<file path="src/sv/brf_pkg.sv">
// Shared types and constants of the byte ring FIFO.
package brf_pkg;

  localparam int CAP_W = 13;
  localparam int LEN_W = 7;
  localparam int BYTE_W = 8;
  localparam int QUEUE_DEPTH = 4;

  localparam logic [CAP_W-1:0] CAP_RESET = 13'd4096;

  localparam logic CMD_PUSH = 1'b0;
  localparam logic CMD_POP = 1'b1;

  typedef enum logic [1:0] {
    KIND_PUSH_ACC = 2'd0,
    KIND_PUSH_REJ = 2'd1,
    KIND_POP_DATA = 2'd2,
    KIND_POP_REJ  = 2'd3
  } kind_e;

  // Classified transaction handed from the front part to the back part.
  typedef struct packed {
    kind_e              kind;
    logic [LEN_W-1:0]   len;
    logic [CAP_W-1:0]   fill;
  } cmd_info_t;

  // Back part status seen by the front part.
  typedef struct packed {
    logic busy;
    logic pop_deq;
  } back_status_t;

endpackage

</file>
<file path="src/sv/brf_back.sv">
// Back part: expands queued transactions into results and reads popped bytes.
module brf_back #(
  parameter int STORE_DEPTH = 4096,
  localparam int IDX_W = $clog2(STORE_DEPTH),
  localparam int SUM_W = ((IDX_W > brf_pkg::CAP_W) ? IDX_W : brf_pkg::CAP_W) + 1
) (
  input  logic                        clk_i,
  input  logic                        rst_ni,
  input  logic [brf_pkg::CAP_W-1:0]   cap_eff_i,
  input  logic                        q_valid_i,
  input  brf_pkg::cmd_info_t          q_info_i,
  input  logic [IDX_W-1:0]            q_idx_i,
  output logic                        q_pop_o,
  output brf_pkg::back_status_t       st_o,
  output logic                        ram_re_o,
  output logic [IDX_W-1:0]            ram_raddr_o,
  input  logic [brf_pkg::BYTE_W-1:0]  ram_rdata_i,
  output logic                        out_valid_o,
  input  logic                        out_stall_i,
  output logic [1:0]                  kind_o,
  output logic [brf_pkg::BYTE_W-1:0]  out_byte_o,
  output logic                        last_of_run_o,
  output logic [brf_pkg::CAP_W-1:0]   fill_level_o
);

  logic                      out_valid_q, busy_q, last_q;
  brf_pkg::kind_e            kind_q;
  logic [brf_pkg::CAP_W-1:0] out_fill_q, run_fill_q;
  logic [brf_pkg::LEN_W-1:0] rem_q;
  logic [IDX_W-1:0]          ridx_q, nidx;
  logic [SUM_W-1:0]          r_sum;
  logic                      adv;

  // The output register frees up when empty or when its result is taken.
  assign adv = !out_valid_q || !out_stall_i;

  always_comb begin
    q_pop_o     = 1'b0;
    ram_re_o    = 1'b0;
    ram_raddr_o = ridx_q;
    if (adv) begin
      if (busy_q) begin
        ram_re_o = 1'b1;
      end else if (q_valid_i) begin
        q_pop_o = 1'b1;
        if (q_info_i.kind == brf_pkg::KIND_POP_DATA) begin
          ram_re_o    = 1'b1;
          ram_raddr_o = q_idx_i;
        end
      end
    end
  end

  assign r_sum = SUM_W'(ram_raddr_o) + SUM_W'(1);
  assign nidx  = (r_sum >= SUM_W'(cap_eff_i)) ? '0 : IDX_W'(r_sum);

  assign st_o.busy    = busy_q;
  assign st_o.pop_deq = q_pop_o && (q_info_i.kind == brf_pkg::KIND_POP_DATA);

  always_ff @(posedge clk_i or negedge rst_ni) begin
    if (!rst_ni) begin
      out_valid_q <= 1'b0;
      busy_q      <= 1'b0;
    end else if (adv) begin
      if (busy_q) begin
        out_valid_q <= 1'b1;
        kind_q      <= brf_pkg::KIND_POP_DATA;
        last_q      <= (rem_q == brf_pkg::LEN_W'(1));
        out_fill_q  <= run_fill_q;
        ridx_q      <= nidx;
        rem_q       <= rem_q - 1'b1;
        busy_q      <= (rem_q != brf_pkg::LEN_W'(1));
      end else if (q_valid_i) begin
        out_valid_q <= 1'b1;
        kind_q      <= q_info_i.kind;
        out_fill_q  <= q_info_i.fill;
        run_fill_q  <= q_info_i.fill;
        if (q_info_i.kind == brf_pkg::KIND_POP_DATA) begin
          last_q <= (q_info_i.len == brf_pkg::LEN_W'(1));
          ridx_q <= nidx;
          rem_q  <= q_info_i.len - 1'b1;
          busy_q <= (q_info_i.len != brf_pkg::LEN_W'(1));
        end else begin
          last_q <= 1'b1;
        end
      end else begin
        out_valid_q <= 1'b0;
      end
    end
  end

  assign out_valid_o   = out_valid_q;
  assign kind_o        = kind_q;
  assign out_byte_o    = (kind_q == brf_pkg::KIND_POP_DATA) ? ram_rdata_i : '0;
  assign last_of_run_o = last_q;
  assign fill_level_o  = out_fill_q;

endmodule

</file>
<file path="config.mk">
export PLATFORM = sky130hd
export DESIGN_NAME = brf_back
export DESIGN_NICKNAME = d
export VERILOG_FILES = /design/src/sv/brf_pkg.sv /design/src/sv/brf_back.sv
export SDC_FILE = /design/constraint.sdc
export NUM_CORES = 1
export LEC_CHECK = 0
export BUFFER_PORTS_ARGS = -buffer_cell sky130_fd_sc_hd__buf_2
export CORE_ASPECT_RATIO = 2
export CORE_MARGIN = 3
export CORE_UTILIZATION = 40
export CTS_CLUSTER_DIAMETER = 80
export CTS_CLUSTER_SIZE = 28
export DETAILED_ROUTE_END_ITERATION = 8
export PLACE_DENSITY = 0.65
export SKIP_CTS_REPAIR_TIMING = 1
export SLEW_MARGIN = 30
export SYNTH_ARGS = -nofsm -noshare
export SYNTH_HDL_FRONTEND = slang
export SYNTH_SLANG_ARGS = --single-unit
</file>
<file path="constraint.sdc">
create_clock -name clk_i -period 4.8 [get_ports clk_i]
set_clock_uncertainty 0.1 [all_clocks]
set_input_delay 0.72 -clock clk_i [delete_from_list [all_inputs] [get_ports clk_i]]
set_output_delay 0.72 -clock clk_i [all_outputs]
set_load 0.005 [all_outputs]
</file>
==> flow_metrics.env <==
export IMPL_worstPathCellList="buf_2 > and2b_1 > nand3_4 > mux2_2 > ha_1 > nand4_1 > nor2_1 > mux2i_4 > nor3_1 > nor2_1 > ha_1 > a21o_1 > a21oi_1 > o21ai_0 > o41a_1 > nor4_1"
export IMPL_seqPwrFrac_pct=42.0
export IMPL_power_mw=1.46
export IMPL_critPathSlowestCell="o41a_1"
export IMPL_slew_violations=0
export IMPL_die_h_um=131
export IMPL_rsz0062_at_grt="no"
export IMPL_synth_top_area_share_pct=45.8
export IMPL_instances_no_fill=479
export IMPL_grt_first_pass_wirelength_mm=10.9
export IMPL_rows=45
export IMPL_p_per_area_nw_per_um2=376
export IMPL_r2r_slack_ns=0.86
export IMPL_dieArea_um2=9040
export IMPL_clkSinkCount=50
export IMPL_synth_ff_type="edfxtp_1"
export IMPL_ant_nets=0
export IMPL_crit_fanout=12
export IMPL_ctsRootBufferMaster="clkbuf_16"
export IMPL_dp_hpwl_mm=5.85
export IMPL_via_per_inst=5.21
export IMPL_gr_usage_all_layers_pct=16.1
export IMPL_crit_required_ns=4.80
export IMPL_layout_commonest_cell="buf_2"
export IMPL_place_congestion=0.786
export IMPL_overflow=0
export IMPL_cts_tree="done"
export IMPL_drive_gt1_share_pct=35.8
export IMPL_intPower_mw=1.04
export IMPL_nNetsFinal=461
export IMPL_startpoint_type="input pin"
export IMPL_leakage_nw=1.74
export IMPL_status="finished clean"
export IMPL_synth_edf_count=48
export IMPL_path_class="input pin to register"
export IMPL_diodes=0
export IMPL_min_period_over_period_pct=85.5
export IMPL_holdCritPathClass="input pin to asynchronous set/reset pin"
export IMPL_dpl_cell_count=471
export IMPL_dr_pass1_iters=4
export IMPL_yosysUniqueCellTypes=47
export IMPL_htreeDepth=2
export IMPL_async_flop_share_pct=4.00
export IMPL_switching_share_pct=29.2
export IMPL_setup_violations=0
export IMPL_end_kind="register"
export IMPL_clkTransAtPathRegs_ns=0.06
export IMPL_worstPathArrival_ns=4.11
export IMPL_vias=2496
export IMPL_final_cell_mix="99 x buf_2, 48 x edfxtp_1, 31 x inv_1"
export IMPL_io_buffers=99
export IMPL_worst_slew_pin_slew_ns=0.935
export IMPL_yosysWarnings=0
export IMPL_drtIter0Drc=79
export IMPL_coreArea_um2=7600
export IMPL_grt_max_degree=33
export IMPL_avgSynthCellArea_um2=11.1
export IMPL_syn_inst=283
export IMPL_wl_mm=7.11
export IMPL_fp_dieW_um=68.7
export IMPL_min_period_ns=4.10
export IMPL_power_switching_mw=0.428
export IMPL_vdd_drop_max_mv=0.178
export IMPL_initial_core_util_pct=41.4
export IMPL_clk_latency_ns=0.29
export IMPL_numCtsBuffers=5
export IMPL_combPwrFrac_pct=31.2
export IMPL_drc=0
export IMPL_synth_top_area_cell="edfxtp_1"
export IMPL_synth_area_top_cells="edfxtp_1 46%, ha_1 7.2%, mux2_2 6.4%"
export IMPL_io_pins=100
export IMPL_fin_setup_tns_ns=0
export IMPL_max_stage_delay_ns=0.60
export IMPL_ys_seq_elements=50
export IMPL_antenna_found_initial=0
export IMPL_hold_violations=0
export IMPL_syn2layout_area_growth_pct=23.8
export IMPL_fmax_mhz=244
export IMPL_pwr_share_clk_pct=26.8
export IMPL_synth_fp_nets=360
export IMPL_wire_per_inst_um=14.8
export IMPL_grt_pass1_vias=2482
export IMPL_maxCapViolCount=0
export IMPL_ys_seq_area_share_pct=47.4
export IMPL_max_slew_margin_pct=37.7
export IMPL_syn_area_um2=3150
export IMPL_cts_max_path_buffers=2
routing by layer:
metal  vias up  track usage (%)  share of wire [%]
met2        96             31.8                 58
met3        10             2.48                5.9
met4         0             7.06                2.3
met5         -                0                  0
li1       1217                -                  -
met1      1173             14.6                 34
cell type report:
| cell class | instances | area (um2) |
|---|---|---|
| fill | 731 | 3700 |
| sequential | 50 | 1490 |
| multi-input combinational | 194 | 1490 |
| timing repair buffer | 102 | 518 |
| clock buffer | 6 | 129 |
| tap | 94 | 118 |
| inverter | 31 | 116 |
| clock inverter | 2 | 37.5 |
worst max-delay path: cells and delay by family:
family / cells / cell delay, ns
and+or+nand+nor: 7 / 1.36
AOI/OAI and AO/OA: 4 / 1.00
buffers and inverters: 1 / 0.10
muxes: 2 / 0.40
adders and majority gates: 2 / 0.53
cell families after synthesis:
logic type,count (synthesis),synth area share [%]
simple gates,94,16.5
flops,50,47.4
fa+ha+maj,18,7.15
xor+xnor,15,4.17
buf+inv,39,5.44
mux,33,12.3
compound gates,34,7.08
power by group through the flow:
stage	Sequential [mW]	Clock [mW]	Combinational, mW
after floorplan	0.622	0	0.308
after global placement	0.622	0	0.456
after detailed placement	0.625	0	0.462
after CTS	0.615	0.406	0.465
after global routing	0.621	0.422	0.512
final	0.615	0.393	0.457
synth_stat cells, types with 2 or more instances:
cell / n
edfxtp_1: 48
inv_1: 31
nor2_1: 19
ha_1: 18
mux2_2: 18
nand2_1: 13
nor3_1: 12
mux2i_1: 11
a21oi_1: 10
and2_1: 9
nor4_1: 9
xnor2_1: 9
nand3_1: 7
o21ai_0: 7
nand4_1: 6
xor2_1: 6
o21a_1: 4
a31oi_1: 3
and3_1: 3
clkbuf_1: 3
nor3b_1: 3
a21o_1: 2
and3b_1: 2
buf_4: 2
dfrtp_1: 2
mux2i_4: 2
nor2b_1: 2
nor3b_2: 2
or2_2: 2
flip-flops by register name, indices dropped and copies added (netlist names):
signal,count
run_fill_q,13
ridx_q,12
out_valid_o,1
last_of_run_o,1
kind_o,2
rem_q,7
busy_q,1
fill_level_o,13
stage by stage:
step | setup slack [ns] | utilization (%) | instance area [um2] | hold WS, ns
after CTS | 0.668 | 51.3 | 3900 | 0.111
after global placement | 0.447 | 49.1 | 3730 | 0.417
after global routing | 0.395 | 51.3 | 3900 | 0.119
after detailed placement | 0.363 | 49.1 | 3730 | 0.421
after floorplan | 0.702 | - | 3150 | 0.324
final | 0.696 | 51.3 | 3900 | 0.120
worst paths after layout:
kind                         startpoint           to  cells past startpoint
min in group clk_i               busy_q  out_valid_o                      2
max in group asynchronous        rst_ni  out_valid_o                      1
max                        q_info_i[20]   ridx_q[10]                     16
min                              rst_ni       busy_q                      1
min reg2reg                      busy_q  out_valid_o                      2
max reg2reg                 out_valid_o   ridx_q[10]                     15
Power figures use the tool's default switching activity.
