===== src/sv/brf_queue.sv =====
// Short register queue between the front and back parts.
module brf_queue #(
  parameter int DATA_W = 8,
  parameter int DEPTH = 4,
  localparam int PTR_W = $clog2(DEPTH),
  localparam int CNT_W = $clog2(DEPTH + 1)
) (
  input  logic              clk_i,
  input  logic              rst_ni,
  input  logic              push_i,
  input  logic [DATA_W-1:0] data_i,
  output logic              full_o,
  input  logic              pop_i,
  output logic              valid_o,
  output logic [DATA_W-1:0] data_o
);

  logic [DATA_W-1:0] entry_q [DEPTH];
  logic [PTR_W-1:0]  wr_ptr_q, rd_ptr_q;
  logic [CNT_W-1:0]  count_q;

  always_ff @(posedge clk_i or negedge rst_ni) begin
    if (!rst_ni) begin
      wr_ptr_q <= '0;
      rd_ptr_q <= '0;
      count_q  <= '0;
    end else begin
      if (push_i) begin
        wr_ptr_q <= (wr_ptr_q == PTR_W'(DEPTH - 1)) ? '0 : wr_ptr_q + 1'b1;
      end
      if (pop_i) begin
        rd_ptr_q <= (rd_ptr_q == PTR_W'(DEPTH - 1)) ? '0 : rd_ptr_q + 1'b1;
      end
      if (push_i && !pop_i) begin
        count_q <= count_q + 1'b1;
      end else if (pop_i && !push_i) begin
        count_q <= count_q - 1'b1;
      end
    end
  end

  always_ff @(posedge clk_i) begin
    if (push_i) begin
      entry_q[wr_ptr_q] <= data_i;
    end
  end

  assign full_o  = (count_q == CNT_W'(DEPTH));
  assign valid_o = (count_q != '0);
  assign data_o  = entry_q[rd_ptr_q];

endmodule


===== config.mk =====
export PLATFORM = sky130hd
export DESIGN_NAME = brf_queue
export DESIGN_NICKNAME = d
export VERILOG_FILES = /design/src/sv/brf_queue.sv
export SDC_FILE = /design/constraint.sdc
export NUM_CORES = 1
export LEC_CHECK = 0
export BUFFER_PORTS_ARGS = -buffer_cell sky130_fd_sc_hd__buf_4
export CAP_MARGIN = 40
export CORE_AREA = 2 2 57 59
export DETAILED_ROUTE_END_ITERATION = 16
export DIE_AREA = 0 0 59 61
export PLACE_DENSITY = 0.74
export SETUP_SLACK_MARGIN = 0.02
export SYNTH_ARGS = -nofsm -noshare
export SYNTH_HDL_FRONTEND = slang
export SYNTH_SLANG_ARGS = --single-unit

===== constraint.sdc =====
create_clock -name clk_i -period 1.8 [get_ports clk_i]
set_clock_uncertainty 0.05 [all_clocks]
set_input_delay 0.09 -clock clk_i [delete_from_list [all_inputs] [get_ports clk_i]]
set_output_delay 0.09 -clock clk_i [all_outputs]
set_load 0.005 [all_outputs]

==> results of run 1 <==
-- area by class of cell --
cell class              instances  area share [%]
multi-input cells              33            20.2
flip-flops and latches         39            57.6
clock buffers                   5            1.90
repair buffers                 34            15.0
clock inverters                 3            2.22
well taps                      33            2.09
inverters                       5           0.952
-- registers in the layout, indices dropped and copies added (netlist names) --
name      flops
entry_q      32
count_q       3
rd_ptr_q      2
wr_ptr_q      2
-- per-layer routing --
metal	GRT usage [%]	vias up
met1	20.2	406
met4	11.0	0
met2	28.4	18
li1	-	382
met5	0	-
met3	4.69	5
-- Yosys cell counts --
cell,instances
nand3_1,1
inv_1,5
nor2_1,1
a21o_2,1
mux4_2,8
ha_1,6
dfrtp_1,7
edfxtp_1,32
or3_1,1
nor3b_1,1
xnor2_1,1
xor2_1,2
mux2_2,2
nor3_1,1
fa_1,1
buf_6,1
buf_2,1
nand2_1,1
o21ai_0,2
and2_1,4
-- cell usage in the layout (no fill, tap or decap), drive strengths merged --
master / n
xnor2: 1
dfrtp: 7
nand2: 1
and2: 4
xor2: 2
inv: 5
clkbuf: 5
bufinv: 1
dlygate4sd3: 11
or3: 1
buf: 23
nor3b: 1
fa: 1
a21o: 1
ha: 6
mux4: 8
nor2: 1
nand3: 1
mux2: 2
edfxtp: 32
o21ai: 2
clkinv: 2
nor3: 1
-- per-stage QoR --
step	instances	cell area [um^2]	setup WS, ns
floorplan	79	1570	0.458
global placement	132	1770	0.363
detailed placement	132	1770	0.289
CTS	152	1970	0.0772
global route	152	1970	0.0338
finish	152	1970	0.102
-- power by group through the flow --
stage	Clock, W	Sequential [W]	Combinational (W)
finish	0.000585	0.00132	0.000851
global route	0.000630	0.00135	0.000948
CTS	0.000592	0.00132	0.000875
detailed placement	0	0.00135	0.000836
global placement	0	0.00133	0.000799
floorplan	0	0.00127	0.000535
-- worst max-delay path, stage by stage, from the launching register on --
cell	delay, ns
dfrtp_1	0.41
buf_12	0.15
mux4_2	0.50
buf_4	0.15
-- how the worst max path moves through the flow --
stage / end / from
after floorplan: count_q[2] / count_q[0]
after global placement: entry_q[2][4] / wr_ptr_q[0]
after detailed placement: count_q[2] / pop_i
after CTS: data_o[7] / rd_ptr_q[0]
after global routing: count_q[2] / pop_i
final: data_o[7] / rd_ptr_q[0]
-- timing repair --
action                                  4_1_cts  5_1_grt
endpoints found under the hold margin        42        0
setup buffers                                 1        0
hold buffers                                 11        0
gates resized for setup                       0        0
endpoints found under the setup margin        1        0
-- cells by family after synthesis --
family / after synthesis / share of synthesized area, %
buffers and inverters: 7 / 2.23
AO/OA/AOI/OAI: 3 / 1.20
XOR/XNOR: 3 / 1.67
multiplexers: 10 / 12.9
adder cells (fa/ha/maj): 7 / 6.06
AND/OR/NAND/NOR: 10 / 3.58
flip-flops: 39 / 72.4
==> flow_summary.toml, run 1 <==
[final_layout]
final_util_pct = 66.8
area_growth_syn_to_layout_pct = 25.6
multi_input_comb_area_um2 = 399
layout-drive-gt1-share_pct = 35.3
regArea_um2 = 1140
num_antenna_cells = 0
layout.nets = 137
nFillCells = 210

[critical_path]
arrival_ns = 1.56
path_max_fanout = 8
worstReg2RegEnd = "entry_q[2][7]"
start_kind = "flip-flop"
r2r_cells = 3
worst-r2r-setup-slack_ns = 0.33
critPathKind = "reg2out"
critPathRequiredTime_ns = 1.66
endpoint_kind = "primary output"
reg2reg_from = "wr_ptr_q[0]"

[place]
portBuffers = 21
gp_congestion = 0.625
hpwl_um = 1700

[synthesis]
synth_top_area_share_pct = 61.2
syn_area_um2 = 1570
avgSynthCellArea_um2 = 19.9
syn_nets = 98
synth-seq-cells = 39
yosysUniqueCellTypes = 20
yosysSeqAreaShare_pct = 72.4
synth_area_leaders = "edfxtp_1 (61%), mux4_2 (11%), dfrtp_1 (11%)"
synth.largest_area_cell = "edfxtp_1"
yosys_warnings = 0
synthCells = 79

[routing]
viasPerCell = 5.34
antenna_left = 0
drtIter0Drc = 19
routed_wl_um = 2560
wl_met2_um = 1360
topRoutingLayerUsed = "met4"
wl_met1_um = 1040
drc = 0
vias = 811
firstDrtPassIters = 4
met3_length_um = 111
wl_per_cell_um = 16.8

[global_route]
grt_use_total_pct = 17.3
antenna_found_initial = 0
grt-ovfl-total = 0
grt_pass1_wl_um = 4160
grt_pass1_vias = 865
grt_max_degree = 14

[sta]
fin_crit_sh_pct = 94.3
rsz0062_at_grt = "false"
setup_viol = 0
max_freq_mhz = 589
drv_slew = 0
tns_ns = 0
holdWs_ns = 0.0517
maxSlewHeadroom_pct = 69.8
hold_violations = 0
worst_pin_slew_ns = 0.453
period_needed_ns = 1.70

[floorplanning]
die_h_um = 61
start_util_pct = 53.2
num_io_pins = 22
die-area_um2 = 3600
row_count = 20
die_w_um = 59
core_um2 = 2950

[cts]
cts_tree = "done"
insertion_delay_ns = 0.34
cts.clk_slew.worst_paths_ns = 0.11
clockRootBuffer = "clkbuf_4"
cts_buffers = 5
cts_max_level = 2
clock-sinks = 39
clk_path_buf_depth = 2

[pwr]
p_comb_share_pct = 30.9
power_w = 0.00276
switching_power_w = 0.000763
p_clk_share_pct = 21.2
p_int_w = 0.00199
switching_share_pct = 27.7
seqPwrFrac_pct = 47.9
power.density_nw_per_um2 = 1400
leakagePower_nw = 0.755
ir_worst_vdd_v = 0.000721

[flow_run]
cap_violations = 0

[min_path]
hp-class = "in2async"

[status]
status = "finished clean"
Power figures use the tool's default switching activity.
==> run 2: changes to the inputs <==
--- a/config.mk
+++ b/config.mk
@@ -10,6 +10,7 @@
 export CORE_AREA = 2 2 57 59
 export DETAILED_ROUTE_END_ITERATION = 16
 export DIE_AREA = 0 0 59 61
+export MAX_ROUTING_LAYER = met4
 export PLACE_DENSITY = 0.74
 export SETUP_SLACK_MARGIN = 0.02
 export SYNTH_ARGS = -nofsm -noshare
==> run 2 against run 1 <==
  * Sequential power is essentially flat
  * Routed wire length increased by 0.23%
  * Maximum frequency barely moved
  * Critical endpoint unchanged
  * Largest cell class unchanged
  * Highest routed layer unchanged
==> flow_summary.toml, run 2 (synthesized netlist as in run 1, its figures left out) <==
[critical_path]
critPathKind = "reg2out"
path_max_fanout = 8
path_cells = "buf_12 > mux4_2 > buf_4"
arrival_ns = 1.56
slowest_stage = "mux4_2"
critPathRequiredTime_ns = 1.66
crit_buf_inv = 2
cp_top_family = "multiplexers"
max_stage_delay_ns = 0.50
endpoint_kind = "primary output"
start_kind = "flip-flop"

[pwr]
switching_share_pct = 27.7
p_comb_share_pct = 30.9
switching_power_w = 0.000763
ir_worst_vdd_v = 0.000722
leakagePower_nw = 0.755
power.density_nw_per_um2 = 1400
p_int_w = 0.00199
p_clk_share_pct = 21.2
seqPwrFrac_pct = 47.9

[flow_run]
cap_violations = 0

[routing]
viasPerCell = 5.33
vias = 810
drtIter0Drc = 17
drc = 0
wl_per_cell_um = 16.9
firstDrtPassIters = 4
routed_wl_um = 2560
antenna_left = 0

[sta]
fin_crit_sh_pct = 94.3
max_freq_mhz = 589
tns_ns = 0
setup_viol = 0
rsz0062_at_grt = "false"
hold_violations = 0
drv_slew = 0
holdWs_ns = 0.0518
period_needed_ns = 1.70
worst_pin_slew_ns = 0.452
maxSlewHeadroom_pct = 69.9

[place]
portBuffers = 21
gp_congestion = 0.630
hpwl_um = 1700

[status]
status = "finished clean"

[cts]
insertion_delay_ns = 0.34
cts_max_level = 2
clockRootBuffer = "clkbuf_4"
cts_buffers = 5
cts.clk_slew.worst_paths_ns = 0.11
cts_tree = "done"
clock-sinks = 39
clk_path_buf_depth = 2

[floorplanning]
die_w_um = 59
num_io_pins = 22
die-area_um2 = 3600
core_um2 = 2950
die_h_um = 61
start_util_pct = 53.2
row_count = 20

[final_layout]
largest_register_ff_count = 32
top_regs = "entry_q x32, count_q x3"
num_antenna_cells = 0
largest_register = "entry_q"
final_common_cell = "edfxtp_1"
area_growth_syn_to_layout_pct = 25.6
layout.nets = 137
multi_input_comb_area_um2 = 399
layout-drive-gt1-share_pct = 35.3
final_cell_mix = "edfxtp_1 (32), buf_4 (22), dlygate4sd3_1 (11)"
regArea_um2 = 1140
nFillCells = 210

[global_route]
grt_max_degree = 14
grt-ovfl-total = 0
antenna_found_initial = 0
grt_pass1_vias = 857
grt_use_total_pct = 18.0
grt_pass1_wl_um = 4170

[min_path]
hp-class = "in2async"
[run 2: repair_timing]
| item | 4_1_cts | 5_1_grt |
|---|---|---|
| hold endpoints to repair | 42 | 0 |
| setup endpoints to repair | 1 | 0 |
| setup buffers | 1 | 0 |
| hold buffers | 11 | 0 |
| gates resized for setup | 0 | 0 |
[run 2: worst paths after layout]
kind / startpoint / to / slack, ns / cells past startpoint
setup / recovery: rd_ptr_q[0] / data_o[7] / 0.10 / 3
hold / removal: rst_ni / count_q[0] / 0.05 / 2
setup reg to reg: wr_ptr_q[0] / entry_q[2][7] / 0.33 / 3
hold reg to reg: count_q[2] / count_q[2] / 0.48 / 1
max in group asynchronous: rst_ni / wr_ptr_q[1] / 1.52 / 2
min in group clk_i: data_i[1] / entry_q[3][1] / 0.43 / 2
[run 2: per-stage QoR]
stage	instance area, um^2	power [W]	setup WS (ns)	util (%)	cells
after CTS	1970	0.00279	0.0772	66.8	152
after detailed placement	1770	0.00218	0.289	60.0	132
after floorplan	1570	0.00181	0.458	-	79
after global placement	1770	0.00213	0.363	60.0	132
final	1970	0.00276	0.102	66.8	152
after global routing	1970	0.00293	0.0373	66.8	152
[run 2: area by class of cell]
class | instances | area share [%]
Clock buffer | 5 | 1.90
Clock inverter | 3 | 2.22
Inverter | 5 | 0.952
Multi-Input combinational cell | 33 | 20.2
Sequential cell | 39 | 57.6
Tap cell | 33 | 2.09
Timing Repair Buffer | 34 | 15.0
[run 2: routing by layer]
layer | wire [um] | GRT usage, % | vias up
met4 | 41 | 8.12 | 0
met2 | 1360 | 28.4 | 18
li1 | - | - | 382
met3 | 111 | 7.25 | 5
met1 | 1050 | 20.2 | 405
met5 | 0 | - | -
[run 2: power by group through the flow]
| stage | clock network, W | registers [W] | logic (W) |
|---|---|---|---|
| final | 0.000585 | 0.00132 | 0.000851 |
| after global routing | 0.000635 | 0.00135 | 0.000948 |
| after CTS | 0.000592 | 0.00132 | 0.000875 |
| after detailed placement | 0 | 0.00135 | 0.000836 |
| after global placement | 0 | 0.00133 | 0.000799 |
| after floorplan | 0 | 0.00127 | 0.000535 |
