$ cat config.mk
export PLATFORM = sky130hd
export DESIGN_NAME = brf_front
export DESIGN_NICKNAME = d
export VERILOG_FILES = /design/src/sv/brf_pkg.sv /design/src/sv/brf_front.sv
export SDC_FILE = /design/constraint.sdc
export NUM_CORES = 1
export LEC_CHECK = 0
export BUFFER_PORTS_ARGS = -buffer_cell sky130_fd_sc_hd__buf_2
export CELL_PAD_IN_SITES_DETAIL_PLACEMENT = 1
export CELL_PAD_IN_SITES_GLOBAL_PLACEMENT = 2
export CORE_ASPECT_RATIO = 0.9
export CORE_MARGIN = 4
export CORE_UTILIZATION = 36
export DETAILED_ROUTE_END_ITERATION = 10
export PLACE_DENSITY_LB_ADDON = 0.1
export SLEW_MARGIN = 20
export SYNTH_ARGS = -nofsm -noshare
export SYNTH_HDL_FRONTEND = slang
export SYNTH_SLANG_ARGS = --single-unit
$ cat constraint.sdc
create_clock -name clk_i -period 5.4 [get_ports clk_i]
set_input_delay 0.27 -clock clk_i [delete_from_list [all_inputs] [get_ports clk_i]]
set_output_delay 0.27 -clock clk_i [all_outputs]
set_load 0.03 [all_outputs]
$ cat src/sv/brf_pkg.sv
// Shared types and constants of the byte ring FIFO.
package brf_pkg;

  localparam int CAP_W = 13;
  localparam int LEN_W = 7;
  localparam int BYTE_W = 8;
  localparam int QUEUE_DEPTH = 4;

  localparam logic [CAP_W-1:0] CAP_RESET = 13'd4096;

  localparam logic CMD_PUSH = 1'b0;
  localparam logic CMD_POP = 1'b1;

  typedef enum logic [1:0] {
    KIND_PUSH_ACC = 2'd0,
    KIND_PUSH_REJ = 2'd1,
    KIND_POP_DATA = 2'd2,
    KIND_POP_REJ  = 2'd3
  } kind_e;

  // Classified transaction handed from the front part to the back part.
  typedef struct packed {
    kind_e              kind;
    logic [LEN_W-1:0]   len;
    logic [CAP_W-1:0]   fill;
  } cmd_info_t;

  // Back part status seen by the front part.
  typedef struct packed {
    logic busy;
    logic pop_deq;
  } back_status_t;

endpackage

$ cat src/sv/brf_front.sv
// Front part: accepts items, keeps the FIFO bookkeeping and writes push bytes.
module brf_front #(
  parameter int STORE_DEPTH = 4096,
  parameter int MAX_TRANSFER = 64,
  localparam int IDX_W = $clog2(STORE_DEPTH),
  localparam int SUM_W = ((IDX_W > brf_pkg::CAP_W) ? IDX_W : brf_pkg::CAP_W) + 1,
  localparam int PCNT_W = $clog2(brf_pkg::QUEUE_DEPTH + 2)
) (
  input  logic                        clk_i,
  input  logic                        rst_ni,
  input  logic                        cfg_we_i,
  input  logic [brf_pkg::CAP_W-1:0]   cfg_wdata_i,
  input  logic                        in_valid_i,
  output logic                        in_stall_o,
  input  logic                        cmd_i,
  input  logic                        first_of_message_i,
  input  logic [brf_pkg::LEN_W-1:0]   msg_len_i,
  input  logic [brf_pkg::BYTE_W-1:0]  data_byte_i,
  input  logic                        q_full_i,
  output logic                        q_push_o,
  output brf_pkg::cmd_info_t          q_info_o,
  output logic [IDX_W-1:0]            q_idx_o,
  input  brf_pkg::back_status_t       back_st_i,
  output logic [brf_pkg::CAP_W-1:0]   cap_eff_o,
  output logic                        ram_we_o,
  output logic [IDX_W-1:0]            ram_waddr_o,
  output logic [brf_pkg::BYTE_W-1:0]  ram_wdata_o
);

  logic [brf_pkg::CAP_W-1:0] capacity_q;
  logic [IDX_W-1:0]          read_idx_q, read_idx_d;
  logic [IDX_W-1:0]          commit_idx_q, commit_idx_d;
  logic [IDX_W-1:0]          write_idx_q, write_idx_d;
  logic [brf_pkg::CAP_W-1:0] held_q, held_d;
  logic [brf_pkg::LEN_W-1:0] due_q, due_d;
  logic                      acc_q, acc_d;
  logic [brf_pkg::LEN_W-1:0] pend_q, pend_d;
  logic [PCNT_W-1:0]         pop_cnt_q, pop_cnt_d;

  logic [brf_pkg::CAP_W-1:0] cap_eff, free_space, len_ext;
  logic                      len_ok, in_acc, hazard;
  logic [IDX_W-1:0]          eff_widx, widx_next, ridx_next;
  logic [brf_pkg::LEN_W-1:0] eff_due, eff_pend, pend_inc;
  logic                      eff_acc;
  logic [SUM_W-1:0]          w_sum, r_sum;
  brf_pkg::kind_e            kind_d;

  always_comb begin
    if (capacity_q == '0) begin
      cap_eff = brf_pkg::CAP_W'(1);
    end else if (32'(capacity_q) > STORE_DEPTH) begin
      cap_eff = brf_pkg::CAP_W'(STORE_DEPTH);
    end else begin
      cap_eff = capacity_q;
    end
  end

  assign cap_eff_o = cap_eff;

  // Pushes wait while any pop is queued or still being read, so a write can
  // never land on a byte that a pop has released but not yet fetched.
  assign hazard     = (pop_cnt_q != '0) || back_st_i.busy;
  assign in_stall_o = q_full_i || ((cmd_i == brf_pkg::CMD_PUSH) && hazard);
  assign in_acc     = in_valid_i && !in_stall_o;

  assign len_ext    = brf_pkg::CAP_W'(msg_len_i);
  assign len_ok     = (msg_len_i != '0) && (32'(msg_len_i) <= MAX_TRANSFER);
  assign free_space = cap_eff - held_q;

  assign eff_widx = first_of_message_i ? commit_idx_q : write_idx_q;
  assign eff_due  = first_of_message_i ? msg_len_i : due_q;
  assign eff_pend = first_of_message_i ? '0 : pend_q;
  assign eff_acc  = first_of_message_i ? (len_ok && (len_ext <= free_space)) : acc_q;
  assign pend_inc = eff_pend + 1'b1;

  assign w_sum     = SUM_W'(eff_widx) + SUM_W'(1);
  assign widx_next = (w_sum >= SUM_W'(cap_eff)) ? '0 : IDX_W'(w_sum);
  assign r_sum     = SUM_W'(read_idx_q) + SUM_W'(msg_len_i);
  assign ridx_next = (r_sum >= SUM_W'(cap_eff)) ? IDX_W'(r_sum - SUM_W'(cap_eff))
                                                : IDX_W'(r_sum);

  always_comb begin
    read_idx_d   = read_idx_q;
    commit_idx_d = commit_idx_q;
    write_idx_d  = write_idx_q;
    held_d       = held_q;
    due_d        = due_q;
    acc_d        = acc_q;
    pend_d       = pend_q;
    kind_d       = brf_pkg::KIND_PUSH_REJ;
    ram_we_o     = 1'b0;
    if (cmd_i == brf_pkg::CMD_POP) begin
      if (!len_ok || (len_ext > held_q)) begin
        kind_d = brf_pkg::KIND_POP_REJ;
      end else begin
        kind_d     = brf_pkg::KIND_POP_DATA;
        held_d     = held_q - len_ext;
        read_idx_d = ridx_next;
      end
    end else if (first_of_message_i || (due_q != '0)) begin
      write_idx_d = eff_widx;
      pend_d      = eff_pend;
      acc_d       = eff_acc;
      due_d       = (eff_due == '0) ? '0 : eff_due - 1'b1;
      if (eff_acc) begin
        kind_d      = brf_pkg::KIND_PUSH_ACC;
        ram_we_o    = in_acc;
        write_idx_d = widx_next;
        pend_d      = pend_inc;
        if (due_d == '0) begin
          // Last byte of the message: make the whole message visible.
          commit_idx_d = widx_next;
          held_d       = held_q + brf_pkg::CAP_W'(pend_inc);
          pend_d       = '0;
          acc_d        = 1'b0;
        end
      end
    end
  end

  assign ram_waddr_o = eff_widx;
  assign ram_wdata_o = data_byte_i;

  assign q_push_o      = in_acc;
  assign q_info_o.kind = kind_d;
  assign q_info_o.len  = msg_len_i;
  assign q_info_o.fill = held_d;
  assign q_idx_o       = read_idx_q;

  always_comb begin
    pop_cnt_d = pop_cnt_q;
    if (in_acc && (kind_d == brf_pkg::KIND_POP_DATA)) begin
      pop_cnt_d = pop_cnt_d + 1'b1;
    end
    if (back_st_i.pop_deq) begin
      pop_cnt_d = pop_cnt_d - 1'b1;
    end
  end

  always_ff @(posedge clk_i or negedge rst_ni) begin
    if (!rst_ni) begin
      capacity_q   <= brf_pkg::CAP_RESET;
      read_idx_q   <= '0;
      commit_idx_q <= '0;
      write_idx_q  <= '0;
      held_q       <= '0;
      due_q        <= '0;
      acc_q        <= 1'b0;
      pend_q       <= '0;
      pop_cnt_q    <= '0;
    end else begin
      pop_cnt_q <= pop_cnt_d;
      if (cfg_we_i) begin
        capacity_q   <= cfg_wdata_i;
        read_idx_q   <= '0;
        commit_idx_q <= '0;
        write_idx_q  <= '0;
        held_q       <= '0;
        due_q        <= '0;
        acc_q        <= 1'b0;
        pend_q       <= '0;
      end else if (in_acc) begin
        read_idx_q   <= read_idx_d;
        commit_idx_q <= commit_idx_d;
        write_idx_q  <= write_idx_d;
        held_q       <= held_d;
        due_q        <= due_d;
        acc_q        <= acc_d;
        pend_q       <= pend_d;
      end
    end
  end

endmodule

==> qor.yml, run 1 <==
status:
  status: "complete, no violations"
logic_synthesis:
  synthCells: 968
  synth_top_area_share_pct: 24.42
  ys_seq_area_share_pct: 24.75
  synth_area_leaders: "dfrtp_1 (24%), ha_1 (12%), xnor2_1 (4.4%)"
  synth_top_area_cell: "dfrtp_1"
  syn_area_sq_um: 8094
  syn_avg_cell_area_sq_um: 8.362
  yosysWarningCount: 0
  async_flop_share_pct: 100.0
  synth_ff_type: "dfrtp_1"
  ys_seq_elements: 80
  synth-edff-count: 0
  syn_nets: 1085
  synth_cell_types: 85
clock_tree:
  path_clk_slew_ns: 0.08
  clockRootBuffer: "clkbuf_16"
  cts_htree_levels: 3
  cts_made_buffers: 9
  clk_latency_ns: 0.36
  clkSinkCount: 80
  cts_buffer_depth: 2
  cts_tree: "done"
detailed_routing:
  route.vias.total: 7604
  drc: 0
  vias_per_cell: 5.704
  drt_pass1_iterations: 4
  drtAntennaViolNets: 0
  wl_per_cell_microns: 21.61
  wirelength_mm: 28.80
  drt-initial-drc-count: 429
critical_path:
  crit_arrival_ns: 4.87
  cp-start-kind: "flip-flop"
  cp-end-kind: "output port"
  worstSetupPathType: "flip-flop to output port"
  path_max_fanout: 3
  required_ns: 5.13
floorplanning:
  die_w_microns: 166.1
  coreArea_sq_um: 21890
  ios: 107
  initial_core_util_pct: 36.98
  die_y_microns: 150.3
  die-area_sq_um: 24950
  rows: 51
final_layout:
  drive_above_1_share_pct: 19.39
  num_antenna_cells: 0
  fin_area_sq_um: 9204
  final_common_cell: "buf_2"
  multi_input_area_sq_um: 5532
  regArea_sq_um: 2003
  syn2layout_area_growth_pct: 13.71
  layout_common_cells: "buf_2 (86), dfrtp_1 (79), ha_1 (74)"
  nFillCells: 2650
  fin_nets: 1154
timing:
  min_period_over_period_pct: 95.14
  setup_violations: 0
  skew_ns: 0.01243
  hold_viol_final: 0
  worst_slack_ns: 0.2625
  tightest_slew_ns: 0.8901
  post-route-min-period_ns: 5.137
  max_freq_mhz: 194.6
  final_max_slew_viol_count: 0
  slew_headroom_pct: 40.66
  whs_ns: 0.1356
power:
  fin_total_pwr_w: 0.002002
  ir_worst_vdd_uv: 207.1
  power.density_nw_per_um2: 217.5
  total_leakage_power_nw: 4.287
global_routing:
  grt_pass1_wl_mm: 45.85
  track_usage_pct: 23.17
  grt_overflow: 0
  grt_max_degree: 62
  grt_antenna_before_repair: 0
  grt_pass1_vias: 7872
placement:
  placed_area_sq_um: 8751
  gp_congestion: 0.8461
  pre_cts_slack_ns: 0.3107
  dp_hpwl_mm: 21.88
  portBuffers: 90
worst_hold_path:
  hold_path.class: "input pin to flip-flop"
job:
  drv_cap: 0
## through the flow
stage	std cells	TNS [ns]	util, %
floorplan	968	0	-
global placement	1308	0	39.98
detailed placement	1308	0	39.98
CTS	1327	0	41.58
global route	1333	-0.07469	42.05
finish	1333	0	42.05
## critical path: stages, from the launching register on
cell and delay (ns):
dfrtp_1 0.41, nor4_2 0.28, a31oi_1 0.16, nor2_1 0.20, inv_1 0.08, ha_2 0.20
fa_2 0.40, nand2b_4 0.16, nand2b_1 0.07, a21oi_1 0.07, xor2_1 0.15, ha_1 0.33
and4_1 0.16, nand4_1 0.09, o21ai_1 0.07, a31oi_1 0.25, o2111ai_2 0.21, o41a_1 0.51
buf_4 0.18, a32oi_1 0.23, o21ai_1 0.11, buf_4 0.18
## layer usage
layer / track usage [%] / up-vias / wire [microns]
met3: 4.253 / 16 / 1262
met4: 3.835 / 0 / 334
met1: 32.93 / 3760 / 14290
met2: 37.57 / 146 / 12920
met5: 0 / - / 0
li1: - / 3682 / -
## cell usage after synthesis, types with 4 or more instances
cell / n
buf_2: 13
a31oi_1: 10
xor2_1: 16
o31ai_1: 4
fa_1: 5
nor3b_1: 5
nand2b_1: 13
nor3_1: 16
or3_1: 10
a311oi_1: 6
and3_1: 8
ha_1: 75
clkbuf_1: 28
a211o_1: 4
nor4_1: 11
o21ai_1: 13
inv_1: 69
dfrtp_1: 79
nor2b_1: 12
nand3_1: 29
o21bai_1: 6
nand4_1: 24
mux2_2: 19
a21o_1: 17
o21ai_0: 52
o21a_1: 8
a21boi_0: 5
o32ai_1: 4
a211oi_1: 18
a21oi_1: 56
or2_2: 4
nor2_1: 67
o211ai_1: 10
mux2_1: 6
a22o_1: 4
mux2i_1: 20
o221a_2: 10
nand2_1: 69
nor4b_1: 9
xnor2_1: 41
o2111ai_1: 5
or4_1: 4
buf_4: 17
## cell type report
| type | count | area share, % |
|---|---|---|
| timing repair buffer | 122 | 7.722 |
| clock inverter | 7 | 1.033 |
| inverter | 73 | 2.977 |
| clock buffer | 9 | 2.447 |
| tap | 291 | 3.956 |
| multi-input combinational | 751 | 60.10 |
| sequential | 80 | 21.76 |
## cell families after synthesis
kind of cell             synth area share, %
AO/OA/AOI/OAI                          22.68
XOR/XNOR                               6.369
adder cells (fa/ha/maj)                12.83
buffers and inverters                  7.729
flip-flops                             24.75
multiplexers                           6.292
AND/OR/NAND/NOR                        19.35
## where the power goes
group          total (W)  internal (W)  switching (W)
Sequential      0.000651      0.000627      0.0000240
Clock           0.000685      0.000375       0.000311
Combinational   0.000665      0.000246       0.000419
Total            0.00200       0.00125       0.000754
## flip-flops by register name, indices dropped and copies added, names as in the netlist
| name | count |
|---|---|
| capacity_q | 13 |
| held_q | 13 |
| commit_idx_q | 12 |
| q_idx_o | 12 |
| write_idx_q | 12 |
| due_q | 7 |
| pend_q | 7 |
| pop_cnt_q | 3 |
| acc_q | 1 |
## repair_timing
action                                  4_1_cts  5_1_grt
gates cloned                                  0        1
hold endpoints to repair                     35        0
hold buffers                                  1        0
endpoints found under the setup margin        4       15
pin swaps                                     1        8
buffers inserted                              2        5
gates resized for setup                       1       18
## final timing paths
path	startpoint	end	slack (ns)	cells after the start
max	capacity_q[8]$_DFFE_PN0P_	q_info_o[3]	0.26	21
min	back_st_i[0]	pop_cnt_q[0]$_DFF_PN0_	0.14	2
max reg2reg	q_idx_o[0]$_DFFE_PN0P_	q_idx_o[9]$_DFFE_PN0P_	0.74	17
min reg2reg	acc_q$_DFFE_PN0P_	acc_q$_DFFE_PN0P_	0.51	2
max in group asynchronous	rst_ni	write_idx_q[1]$_DFFE_PN0P_	3.88	3
min in group asynchronous	rst_ni	q_idx_o[6]$_DFFE_PN0P_	0.45	2
(Power assumes the default switching activity.)
==> run 2: changes to the inputs <==
- PLACE_DENSITY: not set -> 0.93
- PLACE_DENSITY_LB_ADDON: 0.1 -> not set
==> run 2 against run 1 <==
  * Largest cell class unchanged
  * Combinational power is essentially flat
  * Clock skew shrank 0.0038 ns
  * Worst hold slack gained 0.0060 ns
  * Clock power shrank 4.8%
  * Die area is the same
==> qor.yml, run 2 (same netlist as run 1, synthesis figures left out) <==
timing:
  tns_ns: 0  # unchanged
  setup_violations: 0  # unchanged
  post-route-min-period_ns: 5.209  # +0.07166 ns
  skew_ns: 0.008585  # -0.003846 ns
  hold_viol_final: 0  # unchanged
  final_max_slew_viol_count: 0  # unchanged
  slew_headroom_pct: 34.83  # -5.8 points
  max_freq_mhz: 192.0  # -1.4%
  min_period_over_period_pct: 96.47  # +1.3 points
  tightest_slew_ns: 0.9775  # +0.08744 ns
job:
  drv_cap: 0  # unchanged
detailed_routing:
  drt-initial-drc-count: 472  # +10%
  drtAntennaViolNets: 0  # unchanged
  wl_per_cell_microns: 21.24  # -1.7%
  wirelength_mm: 28.08  # -2.5%
  route.vias.total: 7782  # +2.3%
  drt_pass1_iterations: 8  # +4
  vias_per_cell: 5.887  # +3.2%
  drc: 0  # unchanged
critical_path:
  cp-end-kind: "output port"
  crit_arrival_ns: 4.94  # +0.07 ns
  path_max_fanout: 5  # +2
  cp-start-kind: "flip-flop"
  required_ns: 5.13  # about the same
  worstSetupPathType: "flip-flop to output port"
final_layout:
  fin_area_sq_um: 9094  # -1.2%
  nFillCells: 2660  # +0.38%
  reg_top3: "capacity_q (13), held_q (13)"
  fin_nets: 1142  # -1.0%
  drive_above_1_share_pct: 18.25  # -1.1 points
  final_common_cell: "buf_2"
  syn2layout_area_growth_pct: 12.35
  layout_common_cells: "buf_2 (87), dfrtp_1 (79), ha_1 (75)"
status:
  status: "complete, no violations"
clock_tree:
  cts_htree_levels: 3  # unchanged
  clockRootBuffer: "clkbuf_16"
  cts_tree: "done"
  clkSinkCount: 80  # unchanged
  cts_buffer_depth: 2  # unchanged
  clk_latency_ns: 0.36  # about the same
  cts_made_buffers: 9  # unchanged
  path_clk_slew_ns: 0.06  # -0.02 ns
power:
  ir_worst_vdd_uv: 142.4  # -31%
  total_leakage_power_nw: 4.224  # -1.5%
  power.density_nw_per_um2: 216.3  # -0.56%
floorplanning:
  die-area_sq_um: 24950  # unchanged
  coreArea_sq_um: 21890  # unchanged
  die_w_microns: 166.1  # unchanged
  die_y_microns: 150.3  # unchanged
  initial_core_util_pct: 36.98  # unchanged
  rows: 51  # unchanged
  ios: 107  # unchanged
global_routing:
  grt_antenna_before_repair: 0  # unchanged
  grt_pass1_wl_mm: 44.92  # -2.0%
  track_usage_pct: 22.42  # -0.75 points
  grt_overflow: 0  # unchanged
  grt_pass1_vias: 8098  # +2.9%
  grt_max_degree: 45  # -27%
placement:
  portBuffers: 90  # unchanged
  dp_hpwl_mm: 21.32  # -2.6%
  gp_congestion: 0.8810  # +4.1%
  placed_area_sq_um: 8706  # -0.51%
worst_hold_path:
  hold_path.class: "input pin to flip-flop"
==> run 2: power by group <==
group          leakage (nW)  switching [W]  internal, W
logic                  3.00       0.000422     0.000240
clock network         0.147       0.000290     0.000362
registers              1.08      0.0000247     0.000628
==> run 2: final cells by class <==
| type | count | area [sq um] | area share, % |
|---|---|---|---|
| antenna | 1 | 2.502 | 0.02752 |
| clock buffer | 10 | 229.0 | 2.518 |
| clock inverter | 6 | 66.31 | 0.7292 |
| inverter | 73 | 274.0 | 3.013 |
| multi-input combinational | 751 | 5537 | 60.88 |
| sequential | 80 | 2003 | 22.03 |
| tap | 291 | 364.1 | 4.004 |
| timing repair buffer | 110 | 618.1 | 6.797 |
==> run 2: path summary, 6_finish.rpt <==
check / to / cells past startpoint / start / slack [ns]
setup / recovery: q_info_o[10] / 21 / capacity_q[7]$_DFFE_PN0P_ / 0.19
hold / removal: pop_cnt_q[0]$_DFF_PN0_ / 2 / back_st_i[0] / 0.14
setup reg to reg: held_q[6]$_DFFE_PN0P_ / 20 / capacity_q[7]$_DFFE_PN0P_ / 0.70
hold reg to reg: pend_q[1]$_DFFE_PN0P_ / 2 / pend_q[1]$_DFFE_PN0P_ / 0.51
max in group asynchronous: write_idx_q[3]$_DFFE_PN0P_ / 3 / rst_ni / 3.90
min in group asynchronous: q_idx_o[5]$_DFFE_PN0P_ / 2 / rst_ni / 0.44
==> run 2: layer usage <==
metal	GRT usage [%]	share of wire, %	vias up
met3	5.014	6.2	38
met1	29.86	46	3902
li1	-	-	3653
met5	0	0	-
met4	6.186	2.1	0
met2	36.96	46	189
==> run 2: critical path: stages (launching register included) <==
cell	delay [ns]
dfrtp_1	0.41
nor4_2	0.33
a31oi_1	0.16
nor2_1	0.17
inv_1	0.09
ha_1	0.22
fa_2	0.36
nand2b_4	0.16
nand2b_1	0.07
a21oi_1	0.08
xor2_1	0.15
ha_1	0.31
and4_1	0.16
nand4_1	0.09
o21ai_0	0.08
a31oi_1	0.25
o2111ai_2	0.21
o41a_1	0.55
buf_6	0.18
a41o_1	0.22
xnor2_1	0.15
buf_4	0.18
==> run 2: repair_timing <==
action                                  4_1_cts  5_1_grt
pin swaps                                     1        6
hold buffers                                  1        0
endpoints found under the hold margin        36        0
setup buffers                                 1        1
endpoints found under the setup margin        2       14
resized for setup                             0       15
==> run 2: metrics by stage <==
| stage | power [W] | util [%] | cells | worst slack [ns] | hold slack (ns) |
|---|---|---|---|---|---|
| after CTS | 0.001965 | 41.21 | 1320 | 0.02252 | 0.1370 |
| after global routing | 0.002078 | 41.54 | 1321 | -0.01329 | 0.1396 |
| after detailed placement | 0.001303 | 39.78 | 1302 | 0.4195 | 0.2886 |
| after floorplan | 0.001119 | - | 968 | 0.4409 | -0.02559 |
| final | 0.001967 | 41.55 | 1322 | 0.1909 | 0.1416 |
| after global placement | 0.001280 | 39.78 | 1302 | 0.5486 | 0.2862 |
==> run 3: changes to the inputs <==
- CORE_MARGIN: 4 -> 8
==> run 3 against run 2 <==
  * Utilization shrank 0.14 points
  * Register-to-register slack lost 0.06 ns
  * Clock-buffer cell count shrank 1
  * Via count grew 0.57%
  * Sequential share of layout area shrank 0.29 points
  * Global-route usage shrank 1.9 points
  * Sequential power is essentially flat
  * Total power grew 5.0%
  * Flip-flop and latch count is the same
  * Critical endpoint is now q_info_o[1]
  * Largest power group is now the clock network
==> qor.yml, run 3 (same netlist as run 1, synthesis figures left out) <==
status:
  status: "complete, no violations"
critical_path:
  cp-end-kind: "output port"
  required_ns: 5.13  # about the same
  cp-start-kind: "flip-flop"
  path_max_fanout: 8  # +3
  crit_chain: "nor4_1 > a31oi_1 > nor2_1 > inv_1 > ha_1 > fa_2 > nand2b_1 > nand2b_1 > a21oi_1 > xor2_1 > ha_1 > and4_1 > nand4_1 > o21ai_0 > a31oi_1 > o2111ai_2 > o41a_4 > buf_4 > nand3_1 > o221a_2 > buf_4"
  slowest_delay_ns: 0.54  # about the same
  worstSetupPathType: "flip-flop to output port"
  crit_arrival_ns: 4.87  # -0.07 ns
  crit_slowest_cell: "o41a_4"
detailed_routing:
  drt-initial-drc-count: 500  # +5.9%
  drc: 0  # unchanged
  wirelength_mm: 28.15  # +0.26%
  drt_pass1_iterations: 5  # -3
  route.vias.total: 7826  # +0.57%
  vias_per_cell: 5.853  # -0.56%
  drtAntennaViolNets: 0  # unchanged
  wl_per_cell_microns: 21.06  # -0.86%
placement:
  pre_cts_slack_ns: 0.2469  # -0.1726 ns
  portBuffers: 90  # unchanged
  numPlacedInstances: 1310  # +0.61%
  gp_congestion: 0.8982  # +2.0%
  dp_hpwl_mm: 21.30  # about the same
final_layout:
  reg_top3: "capacity_q (13), held_q (13)"
  drive_above_1_share_pct: 19.04  # +0.79 points
  nFillCells: 2720  # +2.3%
  syn2layout_area_growth_pct: 13.84
  regArea_sq_um: 2003  # unchanged
  multi_input_area_sq_um: 5530  # -0.11%
  num_antenna_cells: 0  # -1
  final_cells: 1337  # +1.1%
  layout_common_cells: "buf_2 (88), dfrtp_1 (79), ha_1 (75)"
  fin_nets: 1153  # +0.96%
  final_common_cell: "buf_2"
power:
  ir_worst_vdd_uv: 124.7  # -12%
  power.density_nw_per_um2: 224.0  # +3.6%
  total_leakage_power_nw: 4.297  # +1.7%
timing:
  max_freq_mhz: 194.7  # +1.4%
  skew_ns: 0.004374  # -0.004211 ns
  setup_violations: 0  # unchanged
  final_max_slew_viol_count: 0  # unchanged
  tightest_slew_ns: 0.9944  # +0.01693 ns
  post-route-min-period_ns: 5.137  # -0.07231 ns
  worst_slack_ns: 0.2632  # +0.07231 ns
  slew_headroom_pct: 33.70  # -1.1 points
  hold_viol_final: 0  # unchanged
  whs_ns: 0.1418  # +0.0002050 ns
  min_period_over_period_pct: 95.13  # -1.3 points
clock_tree:
  cts_made_buffers: 9  # unchanged
  cts_tree: "done"
  cts_htree_levels: 3  # unchanged
  clockRootBuffer: "clkbuf_16"
  clkSinkCount: 80  # unchanged
  clk_latency_ns: 0.36  # about the same
  cts_buffer_depth: 2  # unchanged
  path_clk_slew_ns: 0.07  # about the same
floorplanning:
  ios: 107  # unchanged
  initial_core_util_pct: 36.38  # -0.61 points
  coreArea_sq_um: 22250  # +1.7%
  rows: 52  # +2.0%
  die_y_microns: 158.3  # +5.3%
  die-area_sq_um: 27540  # +10%
  die_w_microns: 174.1  # +4.8%
global_routing:
  grt_overflow: 0  # unchanged
  grt_pass1_vias: 8105  # +0.086%
  grt_antenna_before_repair: 0  # unchanged
  track_usage_pct: 20.49  # -1.9 points
  grt_max_degree: 54  # +20%
  grt_pass1_wl_mm: 45.04  # +0.26%
worst_hold_path:
  hold_path.class: "input pin to flip-flop"
job:
  drv_cap: 0  # unchanged
## run 3: cell types whose count changed in the layout (fill, tap and decap cells not counted), sizes merged
cell / delta
buf: +10
clkinv: -3
bufinv: +2
clkinvlp: +1
diode: -1
## run 3: timing repair
action | 4_1_cts | 5_1_grt
pin swaps | 0 | 7
endpoints found under the setup margin | 9 | 14
resized for setup | 2 | 11
cloned | 0 | 1
buffers inserted | 0 | 10
hold endpoints to repair | 27 | 0
hold buffers | 1 | 0
## run 3: area by class of cell
type	instances	share of cell area [%]
clock buffer	9	2.444
clock inverter	6	1.249
inverter	73	2.974
multi-input combinational	751	60.02
sequential	80	21.74
tap	297	4.033
timing repair buffer	121	7.537
## run 3: stage by stage
stage | setup TNS (ns) | utilization (%) | area, sq um | total power, W
floorplan | 0 | - | 8094 | 0.001119
global placement | 0 | 39.23 | 8728 | 0.001280
detailed placement | 0 | 39.23 | 8728 | 0.001296
CTS | 0 | 40.85 | 9089 | 0.002049
global route | -0.2781 | 41.41 | 9214 | 0.002163
finish | 0 | 41.41 | 9214 | 0.002064
## run 3: metal layers
metal	GRT usage, %	vias up	wire length [microns]
li1	-	3668	-
met4	5.409	0	480
met1	27.29	3934	13330
met3	4.196	34	1429
met5	0	-	0
met2	33.41	190	12910
## run 3: critical path: cells and delay by family (launching register included)
family	cells	cell delay, ns
XOR/XNOR	1	0.15
flip-flops	1	0.40
AO/OA/AOI/OAI	7	1.57
AND/OR/NAND/NOR	7	1.11
adder cells (fa/ha/maj)	3	0.88
buffers and inverters	3	0.40
## run 3: final timing paths
path	from	endpoint	slack [ns]	cells after the start
setup / recovery	capacity_q[9]$_DFFE_PN0P_	q_info_o[1]	0.26	21
hold / removal	cfg_wdata_i[2]	capacity_q[2]$_DFFE_PN0P_	0.14	2
setup reg to reg	capacity_q[9]$_DFFE_PN0P_	held_q[4]$_DFFE_PN0P_	0.64	21
hold reg to reg	pend_q[1]$_DFFE_PN0P_	pend_q[1]$_DFFE_PN0P_	0.51	2
max in group asynchronous	rst_ni	write_idx_q[5]$_DFFE_PN0P_	3.95	3
min in group asynchronous	rst_ni	held_q[11]$_DFFE_PN0P_	0.38	2
## run 3: power by group
group | switching, W | total (W) | internal [W] | leakage, nW
Clock | 0.000293 | 0.000746 | 0.000454 | 0.163
Combinational | 0.000420 | 0.000667 | 0.000247 | 3.06
Sequential | 0.0000232 | 0.000651 | 0.000628 | 1.08
Total | 0.000736 | 0.00206 | 0.00133 | 4.30
